**config.mk**
```make
export PLATFORM = sky130hd
export DESIGN_NAME = lru_key_recency_store_top
export DESIGN_NICKNAME = d
export VERILOG_FILES = /design/src/hw/rtl/lks_pkg.sv /design/src/hw/rtl/lru_key_recency_store_top.sv /design/src/hw/rtl/lks_cell.sv
export SDC_FILE = /design/constraint.sdc
export NUM_CORES = 1
export LEC_CHECK = 0
export BUFFER_PORTS_ARGS = -buffer_cell sky130_fd_sc_hd__buf_2
export CAP_MARGIN = 20
export CORE_MARGIN = 1.5
export CORE_UTILIZATION = 55
export DETAILED_ROUTE_END_ITERATION = 10
export MAX_ROUTING_LAYER = met4
export PLACE_DENSITY = 0.75
export REMOVE_ABC_BUFFERS = 1
export SLEW_MARGIN = 40
export SYNTH_ARGS = -nofsm -noshare
export SYNTH_HDL_FRONTEND = slang
export SYNTH_SLANG_ARGS = --single-unit
```
**constraint.sdc**
```tcl
create_clock -name aclk -period 4.85 [get_ports aclk]
set_clock_uncertainty 0.2 [all_clocks]
set_input_delay 0 -clock aclk [delete_from_list [all_inputs] [get_ports aclk]]
set_output_delay 0 -clock aclk [all_outputs]
set_load 0.02 [all_outputs]
```
**src/hw/rtl/lks_pkg.sv**
```systemverilog
// ----------------------------------------------------------------------------
// lks_pkg
// Shared types and constants for the LRU key recency store.
// ----------------------------------------------------------------------------
package lks_pkg;

    localparam int ACT_W = 2;
    localparam int CAP_W = 4;
    localparam int OCC_W = 4;

    typedef enum logic [ACT_W-1:0] {
        ACT_GET      = 2'd0,
        ACT_PUT      = 2'd1,
        ACT_CONTAINS = 2'd2
    } action_t;

    typedef enum logic {
        ST_IDLE,
        ST_EXEC
    } state_t;

endpackage

```
**src/hw/rtl/lru_key_recency_store_top.sv**
```systemverilog
// ----------------------------------------------------------------------------
// lru_key_recency_store_top
// Fully associative LRU store built as a row of key cells, most recent first.
// ----------------------------------------------------------------------------
// request path: an accepted request is captured in ST_IDLE; in ST_EXEC one
//   compare-and-shift pass across the cell row registers its result, held back
//   while an earlier result still waits for m_ready
// acceptance: no new request is taken until the current one has left ST_EXEC
// reset: occupancy cleared, capacity back to DEPTH capped at 8; keys are not cleared
// ----------------------------------------------------------------------------
module lru_key_recency_store_top #(
    parameter int DEPTH    = 8,
    parameter int KEY_BITS = 32
) (
    input  logic                       aclk,
    input  logic                       aresetn,
    input  logic                       cfg_we,
    input  logic [lks_pkg::CAP_W-1:0]  cfg_wdata,
    input  logic                       s_valid,
    output logic                       s_ready,
    input  logic [lks_pkg::ACT_W-1:0]  s_action,
    input  logic [KEY_BITS-1:0]        s_key,
    output logic                       m_valid,
    input  logic                       m_ready,
    output logic                       m_hit,
    output logic [lks_pkg::OCC_W-1:0]  m_occupancy
);

    import lks_pkg::*;

    localparam int CNT_W = $clog2(DEPTH + 1);
    localparam int IDX_W = $clog2(DEPTH);
    localparam int CMP_W = (CNT_W > CAP_W) ? CNT_W : CAP_W;

    state_t              state_reg, state_next;
    logic [CNT_W-1:0]    cap_reg;
    logic [CNT_W-1:0]    count_reg, count_next;
    logic [ACT_W-1:0]    act_reg;
    logic [KEY_BITS-1:0] key_reg;
    logic                m_valid_reg;
    logic                m_hit_reg;
    logic [OCC_W-1:0]    m_occupancy_reg;

    logic [CMP_W-1:0]    cap_ext;
    logic [CNT_W-1:0]    cap_live;
    logic                exec_fire;
    logic                found;
    logic                upd;
    logic                is_put;
    logic [IDX_W-1:0]    ins_pos;
    logic [DEPTH-1:0]    match;
    logic [DEPTH-1:0]    stop;
    logic [KEY_BITS-1:0] key_q [DEPTH];

    // capacity zero counts as one, above DEPTH saturates
    assign cap_ext  = CMP_W'(cfg_wdata);
    assign cap_live = (cap_ext == '0) ? CNT_W'(1)
                    : (cap_ext > CMP_W'(DEPTH)) ? CNT_W'(DEPTH)
                    : CNT_W'(cap_ext);

    // ------------------------------------------------------------------------
    // cell row
    // ------------------------------------------------------------------------
    assign found   = |match;
    assign is_put  = (act_reg == ACT_PUT);
    assign upd     = exec_fire && (is_put || ((act_reg == ACT_GET) && found));
    assign ins_pos = (count_reg >= cap_reg) ? IDX_W'(cap_reg - CNT_W'(1))
                                            : IDX_W'(count_reg);

    for (genvar i = 0; i < DEPTH; i++) begin : g_cell
        lks_cell #(
            .KEY_BITS (KEY_BITS),
            .CNT_W    (CNT_W),
            .IDX_W    (IDX_W),
            .INDEX    (i)
        ) u_cell (
            .aclk     (aclk),
            .req_key  (key_reg),
            .key_in   ((i == 0) ? key_reg : key_q[(i == 0) ? 0 : i - 1]),
            .used     (count_reg),
            .found    (found),
            .upd      (upd),
            .ins_pos  (ins_pos),
            .stop_in  ((i == 0) ? 1'b0 : stop[(i == 0) ? 0 : i - 1]),
            .stop_out (stop[i]),
            .match    (match[i]),
            .key_out  (key_q[i])
        );
    end

    always_comb begin
        count_next = count_reg;
        if (is_put && !found && (count_reg < cap_reg)) begin
            count_next = count_reg + CNT_W'(1);
        end
    end

    // ------------------------------------------------------------------------
    // control
    // ------------------------------------------------------------------------
    always_comb begin
        state_next = state_reg;
        case (state_reg)
            ST_IDLE: begin
                if (s_valid) begin
                    state_next = ST_EXEC;
                end
            end
            ST_EXEC: begin
                if (!m_valid_reg || m_ready) begin
                    state_next = ST_IDLE;
                end
            end
            default: state_next = ST_IDLE;
        endcase
    end

    always_comb begin
        s_ready   = (state_reg == ST_IDLE);
        exec_fire = (state_reg == ST_EXEC) && (!m_valid_reg || m_ready);
    end

    always_ff @(posedge aclk) begin
        if (!aresetn) begin
            state_reg   <= ST_IDLE;
            cap_reg     <= CNT_W'(DEPTH < 8 ? DEPTH : 8);
            count_reg   <= '0;
            m_valid_reg <= 1'b0;
        end else begin
            state_reg <= state_next;
            if (cfg_we) begin
                cap_reg <= cap_live;
                if (count_reg > cap_live) begin
                    count_reg <= cap_live;
                end
            end else if (exec_fire) begin
                count_reg <= count_next;
            end
            if (exec_fire) begin
                m_valid_reg <= 1'b1;
            end else if (m_ready) begin
                m_valid_reg <= 1'b0;
            end
        end
    end

    always_ff @(posedge aclk) begin
        if (s_valid && s_ready) begin
            act_reg <= s_action;
            key_reg <= s_key;
        end
        if (exec_fire) begin
            m_hit_reg       <= found;
            m_occupancy_reg <= OCC_W'(count_next);
        end
    end

    assign m_valid     = m_valid_reg;
    assign m_hit       = m_hit_reg;
    assign m_occupancy = m_occupancy_reg;

    // ------------------------------------------------------------------------
    // assertions
    // ------------------------------------------------------------------------
    a_count_in_cap: assert property (@(posedge aclk) disable iff (!aresetn)
        count_reg <= cap_reg)
        else $error("occupancy above capacity");

    a_unique_keys: assert property (@(posedge aclk) disable iff (!aresetn)
        (state_reg == ST_EXEC) |-> $onehot0(match))
        else $error("key present in more than one slot");

    a_shift_ends: assert property (@(posedge aclk) disable iff (!aresetn)
        upd |-> stop[DEPTH-1])
        else $error("row shift found no end slot");

    a_result_follows: assert property (@(posedge aclk) disable iff (!aresetn)
        exec_fire |=> m_valid_reg && (state_reg == ST_IDLE))
        else $error("request finished without a result");

endmodule

```
**src/hw/rtl/lks_cell.sv**
```systemverilog
// ----------------------------------------------------------------------------
// lks_cell
// One recency slot: holds a key, compares it against the request and takes
// its neighbor's key when the row shifts through it.
// ----------------------------------------------------------------------------
module lks_cell #(
    parameter int KEY_BITS = 32,
    parameter int CNT_W    = 4,
    parameter int IDX_W    = 3,
    parameter int INDEX    = 0
) (
    input  logic                aclk,
    input  logic [KEY_BITS-1:0] req_key,
    input  logic [KEY_BITS-1:0] key_in,
    input  logic [CNT_W-1:0]    used,
    input  logic                found,
    input  logic                upd,
    input  logic [IDX_W-1:0]    ins_pos,
    input  logic                stop_in,
    output logic                stop_out,
    output logic                match,
    output logic [KEY_BITS-1:0] key_out
);

    logic [KEY_BITS-1:0] key_reg;
    logic                in_use;
    logic                at_pos;
    logic                shift;

    assign in_use   = CNT_W'(INDEX) < used;
    assign match    = in_use && (key_reg == req_key);
    // on a hit the row stops at the matching slot, otherwise at the insert slot
    assign at_pos   = found ? match : (ins_pos == IDX_W'(INDEX));
    assign shift    = upd && !stop_in;
    assign stop_out = stop_in || at_pos;
    assign key_out  = key_reg;

    always_ff @(posedge aclk) begin
        if (shift) begin
            key_reg <= key_in;
        end
    end

endmodule
```
==> results.json, run 1 <==
{
  "synth_commonest_cells": "edfxtp_1 (295), xor2_1 (134), xnor2_1 (125), nor4_1 (39), nand4_1 (35)",
  "max_cap_viol_count": 0,
  "place.gp.congestion": 0.850,
  "r2r-start": "count_reg[1]$_SDFFE_PN0P_",
  "fin_tns_setup_ns": 0,
  "dpl.hpwl_microns": 19500,
  "p_total_mw": 5.64,
  "cp.required_ns": 4.84,
  "r2r_slack_ns": 0.83,
  "postCtsResizedCells": 0,
  "clk_pin_slew_ns": 0.06,
  "area_delta_synth_final_pct": 16.8,
  "status": "complete, no violations",
  "holdCritPathClass": "in -> reg",
  "layout-drive-gt1-share_pct": 11.9,
  "hp-start": "cfg_wdata[0]",
  "instances_no_fill": 1309,
  "synth_most_common_cell": "edfxtp_1",
  "ys_types": 50,
  "cts_tree": "yes",
  "period_needed_ns": 4.02,
  "crit_path_end_kind": "flop",
  "vdd_ir_drop_max_uv": 325,
  "placed_area_sq_um": 13600,
  "tightest_slew_ns": 0.736,
  "grt_max_degree": 33,
  "cts_buffer_depth": 3,
  "syn_area_per_cell_sq_um": 15.9,
  "synth_edf_count": 295,
  "holdBufCountCts": 85,
  "cts_root_buffer": "clkbuf_16",
  "clock-sinks": 305,
  "fp-row-count": 56,
  "drt_iter0_drc": 645,
  "clock_latency_ns": 0.54,
  "async_flop_share_pct": 0,
  "yosysWarnings": 0,
  "yosys_register_bits": 305,
  "wl_per_cell_microns": 21.2,
  "vias": 7130,
  "viasPerCell": 5.45,
  "whs_endpoint": "count_reg[0]$_SDFFE_PN0P_",
  "io_pins": 50,
  "critPathLaunchType": "flop",
  "initial_core_util_pct": 56.1,
  "die_x_microns": 158,
  "grt_overflow": 0,
  "core_sq_um": 23500,
  "startpoint": "count_reg[1]$_SDFFE_PN0P_",
  "synth-seq-area-share_pct": 68.8,
  "path_class": "reg -> reg",
  "grt.total_usage_pct": 23.9,
  "powerDensity_nw_per_um2": 367,
  "grt_pass1_vias": 7255,
  "num_antenna_cells": 0,
  "slew_headroom_pct": 50.9,
  "dp_cells": 1171,
  "hold_path_depth": 7,
  "grt_pass1_wl_microns": 41600,
  "firstDrtPassIters": 4,
  "fin_area_sq_um": 15400,
  "io_buffers": 49,
  "antenna_found_initial": 0,
  "fmax_mhz": 249,
  "synth_area_sq_um": 13200,
  "synth_top_area_cell": "edfxtp_1",
  "synthFlopType": "edfxtp_1",
  "finalMaxSlewViolations": 0,
  "arrival_ns": 4.01,
  "routed_wl_microns": 27700,
  "fin_crit_sh_pct": 82.9,
  "fp.dieH_microns": 158,
  "cts_inserted_buffers": 29,
  "cts_setup_buffers": 0,
  "grt_setup_unrepaired": "no",
  "nets": 1023,
  "htreeDepth": 1,
  "reg2reg_to": "g_cell[2].u_cell.key_out[21]$_DFFE_PP_",
  "p_leak_nw": 5.15,
  "final-setup-viol-count": 0,
  "synth_top_area_share_pct": 67.3,
  "largest_reg_flops": 256,
  "ys_top_cells_by_area": "edfxtp_1 (67%), xor2_1 (8.9%), xnor2_1 (8.3%), nor4_1 (1.9%), nand4_1 (1.7%)",
  "path_max_fanout": 32,
  "ant_nets": 0,
  "drc": 0,
  "dieArea_sq_um": 24900,
  "hold_violations": 0,
  "reg2reg_depth": 10,
  "syn-instance-count": 830
}
## critical path, stage by stage, from the launching register on
cell and delay (ns):
dfxtp_1 0.57, ha_1 0.33, nor2b_1 0.14, o21a_1 0.16, o21a_1 0.20, nor3_4 0.35
mux2i_1 0.48, o21ai_0 0.29, o21ai_0 0.32, nor3b_2 0.22, buf_4 0.39
## area by class of cell
cell class              count  area, sq um
flip-flops and latches    305         9060
fillers                  1590         8090
clock buffers              35          748
inverters                  14         52.6
well taps                 319          399
repair buffers            144         1180
multi-input cells         474         3780
clock inverters            18          160
## per-layer routing
| layer | global-route usage (%) | up-vias | share of wire (%) | wire length [microns] |
|---|---|---|---|---|
| met1 | 30.7 | 3477 | 41 | 11400 |
| met4 | 10.6 | 0 | 4.4 | 1220 |
| met2 | 38.4 | 263 | 49 | 13600 |
| li1 | - | 3330 | - | - |
| met5 | - | - | 0 | 0 |
| met3 | 2.87 | 60 | 5.4 | 1490 |
## stage by stage
stage | worst slack (ns) | hold slack (ns) | util (%)
after floorplan | -0.600 | -0.101 | -
after global placement | 1.02 | -0.0235 | 57.9
after detailed placement | 0.908 | -0.0219 | 58.0
after CTS | 0.872 | 0.00831 | 65.5
after global routing | 0.505 | 0.0868 | 65.5
final | 0.828 | 0.0425 | 65.5
## cells by family (layout without fill, tap and decap cells)
kind of cell	count (synthesis)	after routing	share of synthesized area, %
compound gates	36	36	2.23
xor+xnor	259	259	17.2
fa+ha+maj	12	12	1.14
buf+inv	51	211	2.75
flops	305	305	68.8
mux	8	8	0.618
simple gates	159	159	7.25
## where the power goes
part	leakage [nW]	internal, mW	total, mW	switching, mW
sequential	2.77	2.95	3.07	0.117
clock	0.439	1.25	2.18	0.926
combinational	1.94	0.193	0.395	0.202
total	5.15	4.40	5.64	1.24
## cell usage in the layout (no fill, tap or decap), drive strengths merged, types with 2 or more instances in the layout
| cell | synthesis | layout |
|---|---|---|
| a21oi | 6 | 6 |
| and2 | 5 | 5 |
| and4 | 3 | 3 |
| buf | 34 | 59 |
| bufinv | 0 | 3 |
| clkbuf | 3 | 35 |
| clkinv | 0 | 13 |
| clkinvlp | 0 | 2 |
| dfxtp | 10 | 10 |
| dlygate4sd3 | 0 | 85 |
| edfxtp | 295 | 295 |
| ha | 12 | 12 |
| inv | 14 | 14 |
| mux2i | 7 | 7 |
| nand2 | 18 | 18 |
| nand2b | 3 | 3 |
| nand3 | 11 | 11 |
| nand3b | 2 | 2 |
| nand4 | 35 | 35 |
| nor2 | 20 | 20 |
| nor2b | 3 | 3 |
| nor3 | 10 | 10 |
| nor3b | 2 | 2 |
| nor4 | 40 | 40 |
| o21a | 5 | 5 |
| o21ai | 13 | 13 |
| o311a | 2 | 2 |
| xnor2 | 125 | 125 |
| xor2 | 134 | 134 |
## worst max-delay path by stage
stage / to / slack, ns / cells after the start
global placement: g_cell[2].u_cell.key_out[21]$_DFFE_PP_ / 1.02 / 10
global route: g_cell[2].u_cell.key_out[27]$_DFFE_PP_ / 0.50 / 10
detailed placement: g_cell[2].u_cell.key_out[21]$_DFFE_PP_ / 0.91 / 10
floorplan: g_cell[2].u_cell.key_out[0]$_DFFE_PP_ / -0.60 / 9
CTS: g_cell[2].u_cell.key_out[27]$_DFFE_PP_ / 0.87 / 10
finish: g_cell[2].u_cell.key_out[21]$_DFFE_PP_ / 0.83 / 10
Power figures use the tool's default switching activity.
==> run 2, diff against run 1 <==
==> constraint.sdc (replaced) <==
create_clock -name aclk -period 3.5 [get_ports aclk]
set_clock_uncertainty 0.2 [all_clocks]
set_input_delay 0 -clock aclk [delete_from_list [all_inputs] [get_ports aclk]]
set_output_delay 0 -clock aclk [all_outputs]
set_load 0.02 [all_outputs]
==> results.json, run 2 (synthesis results as in run 1) <==
{
  "violations": "negative setup slack",
  "cts_inserted_buffers": 30,
  "routed_wl_microns": 33400,
  "r2r_slack_ns": -0.08,
  "cp.required_ns": 3.54,
  "cts_tree": "yes",
  "fillerInstances": 1476,
  "fmax_mhz": 280,
  "firstDrtPassIters": 7,
  "num_antenna_cells": 0,
  "nets": 1094,
  "area_delta_synth_final_pct": 22.0,
  "dp_cells": 1216,
  "cp_slowest_cell": "edfxtp_1",
  "cts_root_buffer": "clkbuf_16",
  "critPathLaunchType": "flop",
  "holdCritPathClass": "in -> reg",
  "place.gp.congestion": 0.977,
  "grt.total_usage_pct": 27.4,
  "clock_latency_ns": 0.56,
  "fin_crit_sh_pct": 102,
  "slowest_delay_ns": 0.62,
  "cpLargestDelayFamily": "simple AND/OR/NAND/NOR gates",
  "layout-drive-gt1-share_pct": 18.9,
  "max_cap_viol_count": 0,
  "finalMaxSlewViolations": 0,
  "drc": 0,
  "instances_no_fill": 1379,
  "path_class": "reg -> reg",
  "fin_area_sq_um": 16100,
  "p_total_mw": 8.03,
  "cts_buffer_depth": 3,
  "holdWs_ns": 0.192,
  "critPathBufInv": 3,
  "fp-row-count": 56,
  "vias": 7841,
  "die_x_microns": 158,
  "dpl.hpwl_microns": 21800,
  "htreeDepth": 1,
  "antenna_found_initial": 0,
  "p_leak_nw": 5.54,
  "final-setup-viol-count": 143,
  "slew_headroom_pct": 51.9,
  "crit_path_end_kind": "flop",
  "grt_pass1_wl_microns": 47400,
  "initial_core_util_pct": 56.1,
  "final_cell_mix": "edfxtp_1 (295), xor2_1 (133), xnor2_1 (124)",
  "grt_overflow": 0,
  "dieArea_sq_um": 24900,
  "mostFrequentLayoutCell": "edfxtp_1",
  "path_cells": "xor2_1 > nor4_1 > nand4_1 > a2111oi_4 > nand4b_4 > nor3_4 > buf_4 > inv_1 > o311a_1 > buf_12",
  "powerDensity_nw_per_um2": 500,
  "tightest_slew_ns": 0.718,
  "arrival_ns": 3.62,
  "core_sq_um": 23500,
  "wl_per_cell_microns": 24.2,
  "vdd_ir_drop_max_uv": 699,
  "largest_reg_flops": 256,
  "period_needed_ns": 3.58,
  "grt_pass1_vias": 7728,
  "fp.dieH_microns": 158,
  "clock-sinks": 305,
  "path_max_fanout": 29,
  "placed_area_sq_um": 14000,
  "viasPerCell": 5.69,
  "io_buffers": 49,
  "io_pins": 50,
  "fin_ws_ns": -0.0753,
  "clk_pin_slew_ns": 0.06,
  "ant_nets": 0,
  "fin_tns_setup_ns": -5.62,
  "status": "finished with violations",
  "hold_violations": 0,
  "grt_max_degree": 33,
  "drt_iter0_drc": 846
}
[run 2: area by class of cell]
| cell class | instances | area [sq um] | area share (%) |
|---|---|---|---|
| tap | 319 | 399 | 2.48 |
| sequential | 305 | 9060 | 56.4 |
| clock buffer | 42 | 857 | 5.33 |
| clock inverter | 11 | 78.8 | 0.490 |
| inverter | 14 | 52.6 | 0.327 |
| multi-input combinational | 474 | 3820 | 23.8 |
| timing repair buffer | 214 | 1800 | 11.2 |
[run 2: what timing repair did]
| item | in CTS | in global routing |
|---|---|---|
| pin swaps | 0 | 2 |
| hold endpoints to repair | 78 | 0 |
| hold buffers | 83 | 0 |
| setup endpoints to repair | 223 | 224 |
| setup buffers | 3 | 24 |
| gates resized for setup | 1 | 7 |
| cloned | 0 | 0 |
[run 2: tightest hold or removal path: stages]
cell and delay [ns]:
dlygate4sd3_1 0.56, buf_2 0.21, o21a_1 0.13
[run 2: power breakdown]
part	internal, mW	switching (mW)	total (mW)	leakage (nW)
Sequential	4.09	0.111	4.20	2.77
Clock	1.77	1.34	3.11	0.461
Combinational	0.337	0.385	0.722	2.31
[run 2: path summary, 6_finish.rpt]
kind                                               start                                endpoint  cells after the start
setup / recovery                    key_reg[5]$_DFFE_PP_  g_cell[3].u_cell.key_out[13]$_DFFE_PP_                     10
hold / removal                                   aresetn               count_reg[1]$_SDFFE_PN0P_                      3
setup reg to reg                    key_reg[5]$_DFFE_PP_  g_cell[3].u_cell.key_out[13]$_DFFE_PP_                     10
hold reg to reg   g_cell[0].u_cell.key_out[28]$_DFFE_PP_  g_cell[1].u_cell.key_out[28]$_DFFE_PP_                      0
[run 2: per-stage QoR]
stage | utilization, % | worst slack, ns
2_1_floorplan | - | -1.95
3_3_place_gp | 59.8 | 0.0228
3_5_place_dp | 59.8 | -0.0436
4_1_cts | 67.5 | 0.00265
5_1_grt | 68.5 | -0.153
6_report | 68.5 | -0.0753
[run 2: metal layers]
layer / track usage, % / routed length (microns)
met1: 36.4 / 13100
met2: 44.2 / 16600
met3: 3.75 / 2780
met4: 8.49 / 898
met5: - / 0
==> run 3, diff against run 2 <==
--- a/config.mk
+++ b/config.mk
@@ -5,6 +5,7 @@
 export SDC_FILE = /design/constraint.sdc
 export NUM_CORES = 1
 export LEC_CHECK = 0
+export ABC_AREA = 1
 export BUFFER_PORTS_ARGS = -buffer_cell sky130_fd_sc_hd__buf_2
 export CAP_MARGIN = 20
 export CORE_MARGIN = 1.5
==> constraint.sdc (replaced) <==
create_clock -name aclk -period 3.5 [get_ports aclk]
set_clock_uncertainty 0.2 [all_clocks]
set_input_delay 0 -clock aclk [delete_from_list [all_inputs] [get_ports aclk]]
set_output_delay 0 -clock aclk [all_outputs]
set_load 0.1 [all_outputs]
==> results.json, run 3 <==
{
  "powerDensity_nw_per_um2": 530,
  "synth_edf_count": 295,
  "synth_commonest_cells": "nand2_1 (360), edfxtp_1 (295), nor2_1 (135), inv_1 (134), xnor2_1 (97)",
  "dieArea_sq_um": 26900,
  "firstDrtPassIters": 5,
  "p_total_mw": 9.21,
  "antenna_found_initial": 0,
  "synth-seq-area-share_pct": 63.6,
  "arrival_ns": 3.44,
  "fmax_mhz": 296,
  "num_antenna_cells": 0,
  "synth_most_common_cell": "nand2_1",
  "path_max_fanout": 16,
  "synth_area_sq_um": 14200,
  "clock-sinks": 305,
  "cts_buffer_depth": 3,
  "routed_wl_microns": 37600,
  "yosysWarnings": 0,
  "drc": 0,
  "async_flop_share_pct": 0,
  "place.gp.congestion": 1.05,
  "period_needed_ns": 3.38,
  "synth_top_area_cell": "edfxtp_1",
  "fillerInstances": 1728,
  "final_cell_mix": "nand2_1 (360), edfxtp_1 (295), inv_1 (134)",
  "r2r-start": "key_reg[26]$_DFFE_PP_",
  "seq_area_sq_um": 9070,
  "htreeDepth": 1,
  "ys_types": 42,
  "area_delta_synth_final_pct": 22.0,
  "status": "complete, no violations",
  "grt.total_usage_pct": 29.3,
  "hp-start": "aresetn",
  "layout-drive-gt1-share_pct": 15.8,
  "fin_crit_sh_pct": 96.5,
  "nets": 1589,
  "grt_max_degree": 33,
  "grt_pass1_vias": 9816,
  "final-setup-viol-count": 0,
  "viasPerCell": 5.31,
  "cts_tree": "yes",
  "vdd_ir_drop_max_uv": 477,
  "ant_nets": 0,
  "hold_violations": 0,
  "mostFrequentLayoutCell": "nand2_1",
  "initial_core_util_pct": 56.3,
  "grt_overflow": 0,
  "clock_latency_ns": 0.55,
  "pre_cts_ws_ns": 0.00294,
  "p_leak_nw": 6.98,
  "cts_inserted_buffers": 31,
  "fp-row-count": 58,
  "io_buffers": 49,
  "critPathLaunchType": "flop",
  "slew_headroom_pct": 62.2,
  "clk_pin_slew_ns": 0.07,
  "syn-instance-count": 1320,
  "r2r_slack_ns": 0.12,
  "instances_no_fill": 1888,
  "fin_ws_ns": 0.124,
  "synth_top_area_share_pct": 62.2,
  "finalMaxSlewViolations": 0,
  "yosys_register_bits": 305,
  "largest_reg_flops": 256,
  "multiInputGateArea_sq_um": 4270,
  "drt_iter0_drc": 998,
  "reg2reg_depth": 17,
  "whs_endpoint": "count_reg[2]$_SDFFE_PN0P_",
  "fp.dieH_microns": 164,
  "crit_path_end_kind": "flop",
  "die_x_microns": 164,
  "reg2reg_to": "g_cell[7].u_cell.key_out[10]$_DFFE_PP_",
  "vias": 10022,
  "wl_per_cell_microns": 19.9,
  "cp.required_ns": 3.56,
  "syn_area_per_cell_sq_um": 10.8,
  "dp_cells": 1706,
  "cts_root_buffer": "clkbuf_16",
  "holdCritPathClass": "in -> reg",
  "path_class": "reg -> reg",
  "hold_path_depth": 4,
  "dpl.hpwl_microns": 26600,
  "ys_top_cells_by_area": "edfxtp_1 (62%), nand2_1 (9.5%), xnor2_1 (6.0%), nor2_1 (3.6%), inv_1 (3.5%)",
  "max_cap_viol_count": 0,
  "synthFlopType": "edfxtp_1",
  "tightest_slew_ns": 0.567,
  "grt_pass1_wl_microns": 56200,
  "io_pins": 50,
  "core_sq_um": 25300
}
-- run 3: cell types whose count changed after synthesis, moves of 22 or more --
cell and change:
nand3_1 +22, nor4_1 -36, inv_2 +27, xnor2_1 -28, inv_1 +120, xor2_1 -95
nor2_1 +115, nand2_1 +342
-- run 3: power breakdown --
part           internal (mW)  leakage (nW)  switching (mW)
logic                  0.484          3.69           0.793
clock network           2.14         0.520            1.39
registers               4.23          2.77           0.171
-- run 3: critical path, cell delays in order, from the launching register on --
cell and delay [ns]:
edfxtp_1 0.55, buf_4 0.21, inv_2 0.09, o21ai_1 0.07, nor2_1 0.18, nand2_1 0.07
nor2_1 0.14, nand2_1 0.09, nor2_1 0.11, nand2_1 0.12, nand2_2 0.10, nor2_4 0.06
nand2_4 0.09, nor2_1 0.07, nor3_2 0.22, nand4_1 0.23, nor2_4 0.25, clkbuf_16 0.23
-- run 3: what timing repair did --
item	CTS	global route
resized for setup	0	9
hold buffers	82	0
endpoints found under the hold margin	83	0
setup buffers	0	42
setup endpoints to repair	0	192
-- run 3: metal layers --
| metal | global-route usage, % | wire, microns |
|---|---|---|
| met1 | 39.5 | 15200 |
| met2 | 45.8 | 17800 |
| met3 | 4.12 | 3110 |
| met4 | 10.6 | 1410 |
| met5 | - | 0 |
-- run 3: cell type report --
cell class	instances	share of cell area [%]
Multi-Input combinational cell	812	24.6
Clock buffer	35	4.55
Inverter	170	3.80
Tap cell	330	2.37
Sequential cell	305	52.1
Timing Repair Buffer	214	10.9
Clock inverter	22	1.71
-- run 3: kinds of logic after synthesis --
kind of cell | synth area share [%]
flip-flops | 63.6
AO/OA/AOI/OAI | 2.27
XOR/XNOR | 8.36
adder cells (fa/ha/maj) | 1.05
AND/OR/NAND/NOR | 18.0
buffers and inverters | 6.74
-- run 3: metrics by stage --
step	setup TNS, ns	hold WS, ns	instance area, sq um	utilization, %
3_5_place_dp	0	-0.0219	15000	59.4
4_1_cts	0	0.0632	16900	66.9
3_3_place_gp	0	-0.0237	15000	59.3
6_report	0	0.0771	17400	68.7
2_1_floorplan	-99.03	-0.101	13900	-
5_1_grt	-0.0404	0.110	17400	68.7
-- run 3: how the worst max path moves through the flow --
stage | startpoint | endpoint | slack [ns] | cells past startpoint
detailed placement | key_reg[9]$_DFFE_PP_ | g_cell[7].u_cell.key_out[1]$_DFFE_PP_ | 0.003 | 15
CTS | key_reg[9]$_DFFE_PP_ | g_cell[7].u_cell.key_out[17]$_DFFE_PP_ | 0.003 | 15
global placement | key_reg[9]$_DFFE_PP_ | g_cell[7].u_cell.key_out[0]$_DFFE_PP_ | 0.07 | 15
global route | key_reg[13]$_DFFE_PP_ | g_cell[7].u_cell.key_out[20]$_DFFE_PP_ | -0.008 | 15
floorplan | count_reg[1]$_SDFFE_PN0P_ | g_cell[3].u_cell.key_out[0]$_DFFE_PP_ | -1.13 | 17
finish | key_reg[26]$_DFFE_PP_ | g_cell[7].u_cell.key_out[10]$_DFFE_PP_ | 0.12 | 17
